File: config.mk
export PLATFORM = sky130hd
export DESIGN_NAME = tkrs_front_flat
export DESIGN_NICKNAME = d
export VERILOG_FILES = /design/src/sv/tkrs_pkg.sv /design/src/sv/tkrs_if.sv /design/src/sv/tkrs_front.sv /design/src/flat_wrapper.sv
export SDC_FILE = /design/constraint.sdc
export NUM_CORES = 1
export LEC_CHECK = 0
export BUFFER_PORTS_ARGS = -buffer_cell sky130_fd_sc_hd__clkbuf_2
export CORE_ASPECT_RATIO = 1.5
export CORE_MARGIN = 4
export CORE_UTILIZATION = 55
export CTS_CLUSTER_SIZE = 28
export DETAILED_ROUTE_END_ITERATION = 10
export HOLD_SLACK_MARGIN = 0.06
export PLACE_DENSITY = 0.83
export REMOVE_ABC_BUFFERS = 1
export SLEW_MARGIN = 25
export SYNTH_ARGS = -nofsm -noshare
export SYNTH_HDL_FRONTEND = slang
export SYNTH_SLANG_ARGS = --single-unit
export TNS_END_PERCENT = 30
File: constraint.sdc
create_clock -name clock -period 7.9 [get_ports clock]
set_clock_uncertainty 0.1 [all_clocks]
set_input_delay 0.395 -clock clock [delete_from_list [all_inputs] [get_ports clock]]
set_output_delay 0.395 -clock clock [all_outputs]
set_load 0.01 [all_outputs]
File: src/sv/tkrs_pkg.sv
// Shared types, constants and the ordering function of the two-key record sorter.
package tkrs_pkg;

   localparam int CAPACITY = 256;
   localparam int IDX_W = $clog2(CAPACITY);
   localparam int CNT_W = IDX_W + 1;
   localparam int NUM_W = 9;
   localparam logic [NUM_W-1:0] NUM_MAX = '1;
   localparam int QUEUE_DEPTH = 4;
   localparam int QPTR_W = $clog2(QUEUE_DEPTH);

   localparam logic CMD_INSERT = 1'b0;
   localparam logic CMD_TAKE = 1'b1;

   typedef struct packed {
      logic        command;
      logic [31:0] first_key;
      logic [31:0] second_key;
   } req_entry_type;

   typedef struct packed {
      logic [31:0]      first_key;
      logic [31:0]      second_key;
      logic [NUM_W-1:0] number;
   } record_type;

   // Queue head as seen by the back end.
   typedef struct packed {
      logic          valid;
      req_entry_type entry;
   } queue_head_type;

   // True when record a goes strictly before record b by key alone.
   function automatic logic goes_before(input record_type a, input record_type b);
      logic pri_gt;
      logic pri_eq;
      logic sec_lt;
      pri_gt = $signed(a.first_key) > $signed(b.first_key);
      pri_eq = a.first_key == b.first_key;
      sec_lt = $signed(a.second_key) < $signed(b.second_key);
      return pri_gt || (pri_eq && sec_lt);
   endfunction

endpackage

File: src/sv/tkrs_if.sv
// Valid/ready channel interfaces for the request and response sides.
interface tkrs_req_if;
   logic        valid;
   logic        ready;
   logic        command;
   logic [31:0] first_key;
   logic [31:0] second_key;
   modport source (output valid, output command, output first_key, output second_key,
                   input ready);
   modport sink (input valid, input command, input first_key, input second_key,
                 output ready);
endinterface


File: src/sv/tkrs_front.sv
// Front end: accepts request transfers and queues them with their command.
module tkrs_front (
   input  logic                     clock,
   input  logic                     reset,
   tkrs_req_if.sink                 req_chan,
   output tkrs_pkg::queue_head_type head,
   input  logic                     pop
);

   tkrs_pkg::req_entry_type q_mem [tkrs_pkg::QUEUE_DEPTH];
   logic [tkrs_pkg::QPTR_W-1:0] wr_ptr_ff, wr_ptr_in;
   logic [tkrs_pkg::QPTR_W-1:0] rd_ptr_ff, rd_ptr_in;
   logic [tkrs_pkg::QPTR_W:0]   count_ff, count_in;
   logic push;
   logic do_pop;

   assign req_chan.ready = count_ff != (tkrs_pkg::QPTR_W+1)'(tkrs_pkg::QUEUE_DEPTH);
   assign push = req_chan.valid && req_chan.ready;
   assign do_pop = pop && head.valid;

   assign head.valid = count_ff != '0;
   assign head.entry = q_mem[rd_ptr_ff];

   always_comb begin
      wr_ptr_in = push ? wr_ptr_ff + 1'b1 : wr_ptr_ff;
      rd_ptr_in = do_pop ? rd_ptr_ff + 1'b1 : rd_ptr_ff;
      count_in = count_ff + (tkrs_pkg::QPTR_W+1)'(push) - (tkrs_pkg::QPTR_W+1)'(do_pop);
   end

   always_ff @(posedge clock) begin
      if (push) begin
         // Only the low bit of the command is meaningful.
         q_mem[wr_ptr_ff] <= '{command: req_chan.command,
                               first_key: req_chan.first_key,
                               second_key: req_chan.second_key};
      end
   end

   always_ff @(posedge clock) begin
      if (reset) begin
         wr_ptr_ff <= '0;
         rd_ptr_ff <= '0;
         count_ff <= '0;
      end else begin
         wr_ptr_ff <= wr_ptr_in;
         rd_ptr_ff <= rd_ptr_in;
         count_ff <= count_in;
      end
   end

endmodule

File: src/flat_wrapper.sv
// flat-port wrapper written by rule: the top's interface ports become plain ports
module tkrs_front_flat 
  (clock, reset, head, pop, req_chan_valid, req_chan_command, req_chan_first_key, req_chan_second_key, req_chan_ready);
  tkrs_req_if req_chan_i ();
  input  logic clock;
  input  logic reset;
  output tkrs_pkg::queue_head_type head;
  input  logic pop;
  input wire logic [$bits(req_chan_i.valid)-1:0] req_chan_valid;
  input wire logic [$bits(req_chan_i.command)-1:0] req_chan_command;
  input wire logic [$bits(req_chan_i.first_key)-1:0] req_chan_first_key;
  input wire logic [$bits(req_chan_i.second_key)-1:0] req_chan_second_key;
  output wire logic [$bits(req_chan_i.ready)-1:0] req_chan_ready;
  assign req_chan_i.valid = req_chan_valid;
  assign req_chan_i.command = req_chan_command;
  assign req_chan_i.first_key = req_chan_first_key;
  assign req_chan_i.second_key = req_chan_second_key;
  assign req_chan_ready = req_chan_i.ready;
  tkrs_front u_core (.clock(clock), .reset(reset), .req_chan(req_chan_i), .head(head), .pop(pop));
endmodule
======== Word-level counts from Yosys, hierarchy flattened ========
Memories as Yosys holds them, arrays and structs flattened. A register that Yosys moved wholly into a read port is not among the register bits.
Cells that the tools add are included.
storage, ports and cells
  register bits ........................... 7
  RAM bits ................................ 260
  input bits .............................. 69
  output and inout port bits .............. 67
  word-level logic and storage cells ...... 16
  memories kept ........................... 1
memory list
  memory        words  width  read ports  clocked after memory_dff  write ports  line              source
  u_core.q_mem  4      65     1           1                         1            tkrs_front.sv:10  tkrs_pkg::req_entry_type q_mem [tkrs_pkg::QUEUE_DEPTH];
cells by class
  add/sub/neg operators ................... 4
  eq/ne operators ......................... 1
  muxes and demuxes ....................... 4
  reduce and logical (&&, ||, !) cells .... 3
operators with widths
  operator               number
  $add A2 B1 Y2 const B  2
  $mux W2                2
  $add A3 B1 Y3          1
  $ne A3 B3 Y1 const B   1
  $reduce_bool A3 Y1     1
  $sub A3 B1 Y3          1
  $logic_and A1 B1 Y1    2
  $mux W1                2

======== Depth between registers and ports, before layout ========
  depth after elaboration ................. 4
  gate-level depth with buffers ........... 9

======== Least setup slack after synthesis ========
OpenSTA, ideal clock, no wires.
  path type ............................... register to register
  start ................................... register u_core.count_ff[1] (netlist name)
  end ..................................... memory u_core.q_mem[0][0] (netlist name) (enable)
  library setup time ...................... 0.430 ns
  arrival ................................. 2.310 ns
  data required time ...................... 7.370 ns
  setup slack ............................. 5.060 ns
  stages on the path, launching flop included .. 4
  period minus slack after synthesis ...... 2.840 ns
  cells stage by stage .................... dfxtp_1 > nor2_1 > a21boi_2 > and2_1
on the way
  cells in the longest elaborated chain, start to end .. 4
RTL lines
  element                        line              source
  start, declared                tkrs_front.sv:13  logic [tkrs_pkg::QPTR_W:0] count_ff, count_in;
  start signal, assigned         tkrs_front.sv:47  count_ff <= count_in;
  $ne A3 B3 Y1                   tkrs_front.sv:17  assign req_chan.ready = count_ff != (tkrs_pkg::QPTR_W+1)'(tkrs_pkg::QUEUE_DEPTH);
  $logic_and A1 B1 Y1            tkrs_front.sv:18  assign push = req_chan.valid && req_chan.ready;
  named net u_core.push          tkrs_front.sv:14  logic push;
  $mux W1                        tkrs_front.sv:31  if (push) begin
  $mux W1 (not written as such)  tkrs_front.sv:33  q_mem[wr_ptr_ff] <= '{command: req_chan.command,
  end, declared                  tkrs_front.sv:10
The timed path passes the listed nets, and every way through them passes these cells.

==> out/qor.yml <==
worst_hold_path:
  holdPathStages: 2
  min-delay-start: "reset"
  path_class_of_the_lowest_slack_min_delay_path: "primary input to register"
  hold_path_end: "u_core.count_ff[0]$_SDFF_PP0_"
layout:
  multi_input_area_um2: 1740
  fillCellCount: 1033
  layout-area-overhead-vs-synth_pct: 22.3
  layout_commonest_cell: "sky130_fd_sc_hd__edfxtp_1"
  num-nets-final: 677
  post-route-cell-area_um2: 12100
  layout_common_cells: "sky130_fd_sc_hd__edfxtp_1 (260), sky130_fd_sc_hd__clkbuf_2 (135), sky130_fd_sc_hd__mux4_2 (65), sky130_fd_sc_hd__dlygate4sd3_1 (65), sky130_fd_sc_hd__clkbuf_16 (25)"
  ff_latch_area_um2: 8000
  drive_gt1_share_pct: 39.5
clock_network:
  number_of_buffers_inserted_by_post_cts_setup_repair: 0
  cts.sinks: 269
  clock_latency_late_sink_ns: 0.49
  tritoncts.num_buffers: 24
  cts_tree: "built"
  clk_path_buf_depth: 3
  cts.reportedPaths.clkPinSlew_ns: 0.06
  deepest_level_of_the_cts_h_tree: 1
  root_buffer: "sky130_fd_sc_hd__clkbuf_16"
worst_setup_path:
  worstPathRequired_ns: 7.40
  r2r_slack_ns: 5.48
  crit-reg2reg-capture: "u_core.count_ff[2]$_SDFF_PP0_"
  cp_max_fo: 40
  worstSetupEndpointType: "output pin"
  worst-endpoint-arrival_ns: 2.75
  worst_r2r_path_depth: 9
  worst-setup-path-type: "register to output pin"
  cp_slowest_cell: "sky130_fd_sc_hd__buf_4"
  reg2reg_from: "u_core.count_ff[1]$_SDFF_PP0_"
  critical-path-max-stage-delay_ns: 0.75
  cp-start-kind: "register"
  timing.critical_path.max_delay_family: "buffers and inverters"
  timing.critical_path.cells: "buf_4 > mux4_2 > clkbuf_2"
  worst_path_bufs_invs: 2
floorplanning:
  io_pins: 136
  floorplan.rows: 59
  floorplan.die.height_um: 172
  starting_density_of_the_core_pct: 56.5
  floorplan.die.width_um: 118
  fp.dieArea_um2: 20200
  core_area_um2: 17500
global_route:
  antenna_found_initial: 1
  grt_pass1_vias: 5085
  groute.usage.overall_pct: 18.4
  grt_start_max_net_pins: 66
  gr-total-overflow: 0
  grt_pass1_wl_um: 28900
synth:
  synth_simple_gate_area_share_pct: 0.961
  ys_types: 25
  share_of_the_synthesized_area_in_compound_gates_ao_oa_aoi_oai_pct: 0.291
  synth_fa_ha_area_share_pct: 0.961
  mappedNetlistArea_um2: 9890
  syn-instance-count: 388
  synth_top_family_by_area: "multiplexers"
  synth_area_per_cell_um2: 25.5
  synth.area.top_cells: "sky130_fd_sc_hd__edfxtp_1 (79%), sky130_fd_sc_hd__mux4_2 (15%), sky130_fd_sc_hd__dfxtp_1 (1.8%), sky130_fd_sc_hd__buf_12 (1.0%), sky130_fd_sc_hd__ha_1 (0.76%)"
  yosys-mux-area-fraction_pct: 15.0
  synth-warning-count: 0
  post_synth_xor_area_fraction_pct: 0.266
  synthDominantCellAreaShare_pct: 78.9
  synth-seq-cells: 269
  yosys.area.top_type: "sky130_fd_sc_hd__edfxtp_1"
  share_of_synthesized_area_occupied_by_flip_flops_and_latches_pct: 80.7
status:
  status: "finished clean"
placement:
  io_port_bufs: 135
  dpl_worst_slack_ns: 5.06
  place_congestion: 0.704
  detailed_place_hpwl_um: 10500
  postPlaceCellArea_um2: 10700
drt:
  dr.first_iter.drc_count: 287
  average_routed_wire_per_standard_cell_um: 22.0
  dr.pass1.iters: 4
  routed_wl_um: 18300
  detail-route-antenna-nets: 0
  via_count: 4684
  avgViaCountPerCell: 5.63
  post-route-drc-count: 0
sta:
  final_critical_path_setup_slack_ns: 4.65
  worstMarginPinSlew_ns: 0.992
  report.final.slew_viol_count: 0
  final_hold_vio_count: 0
  max_slew_margin_pct: 33.8
  setup_total_negative_slack_ns: 0
  setup_viol: 0
  clock_period_minus_final_worst_setup_slack_ns: 3.25
  fin_crit_share_pct: 41.1
  grt_setup_unrepaired: "false"
  highest_clock_rate_mhz: 308
power:
  vdd.ir_drop.worst_uv: 208
  leakage_nw: 4.14
  pwr_density_nw_per_um2: 306
flow_run:
  max_cap_violations: 0
-- how the worst max path moves through the flow --
stage / startpoint / to / slack [ns] / cells after the start
final: register / head[35] / 4.65 / 3
after global routing: register / head[53] / 4.40 / 3
after detailed placement: register / head[53] / 5.06 / 3
after floorplan: register / head[0] / 3.95 / 1
after global placement: register / head[53] / 5.08 / 3
after CTS: register / head[53] / 4.52 / 3
-- repair_timing --
| action | 4_1_cts | 5_1_grt |
|---|---|---|
| hold buffers | 65 | 0 |
| resized for setup | 0 | 0 |
| hold endpoints to repair | 260 | 0 |
-- layer usage --
metal	vias to the layer above	part of all wire [%]	GRT usage (%)	routed length, um
met1	2458	38	23.2	6900
met2	131	56	33.3	10200
met4	0	2.6	6.07	474
met5	-	0	0	0
met3	24	4.1	2.91	751
li1	2071	-	-	-
-- cell families after synthesis --
family                     count (synthesis)
AOI/OAI and AO/OA                          3
xor gates and xnor gates                   3
adders and majority gates                  7
buffers and inverters                     20
DFF                                      269
muxes                                     67
and+or+nand+nor                           19
-- synth_stat cells --
| library cell | n |
|---|---|
| sky130_fd_sc_hd__mux2i_1 | 1 |
| sky130_fd_sc_hd__buf_4 | 1 |
| sky130_fd_sc_hd__a21boi_2 | 1 |
| sky130_fd_sc_hd__mux2_2 | 1 |
| sky130_fd_sc_hd__nand2b_1 | 2 |
| sky130_fd_sc_hd__or3_1 | 1 |
| sky130_fd_sc_hd__nor3_1 | 1 |
| sky130_fd_sc_hd__edfxtp_1 | 260 |
| sky130_fd_sc_hd__inv_1 | 5 |
| sky130_fd_sc_hd__xor2_1 | 2 |
| sky130_fd_sc_hd__mux4_2 | 65 |
| sky130_fd_sc_hd__xnor2_1 | 1 |
| sky130_fd_sc_hd__nor2_1 | 8 |
| sky130_fd_sc_hd__o311ai_0 | 1 |
| sky130_fd_sc_hd__dfxtp_1 | 9 |
| sky130_fd_sc_hd__ha_1 | 6 |
| sky130_fd_sc_hd__nor2b_1 | 1 |
| sky130_fd_sc_hd__fa_1 | 1 |
| sky130_fd_sc_hd__buf_2 | 6 |
| sky130_fd_sc_hd__and2_1 | 5 |
| sky130_fd_sc_hd__buf_12 | 5 |
| sky130_fd_sc_hd__clkbuf_1 | 2 |
| sky130_fd_sc_hd__o31a_1 | 1 |
| sky130_fd_sc_hd__buf_6 | 1 |
| sky130_fd_sc_hd__nand2_1 | 1 |
-- metrics by stage --
stage               hold slack [ns]  std cells  utilization (%)  power [mW]
finish                        0.117        832             69.1        3.70
global route                  0.124        832             69.1        3.87
CTS                          0.0957        830             69.0        3.75
detailed placement            0.417        722             61.2        2.66
global placement              0.390        722             61.2        2.63
floorplan                     0.362        373                -        2.36
-- flip-flops by register name, indices dropped and copies added (netlist names), named ones only --
signal / cells
u_core.count_ff: 3
u_core.wr_ptr_ff: 2
u_core.rd_ptr_ff: 2
u_core.q_mem: 260
-- report_power, final --
part	internal [mW]	switching [mW]	total [mW]
Clock	0.583	0.477	1.06
Sequential	1.74	0.0969	1.84
Combinational	0.401	0.402	0.803
-- final cells by class --
cell class	instances	share of cell area, %
diodes	1	0.0207
clock buffers	30	5.33
clock inverters	13	0.631
inverters	5	0.155
multi-input cells	99	14.4
flip-flops and latches	269	66.1
well taps	213	2.20
repair buffers	202	11.2
(Power assumes the default switching activity.)
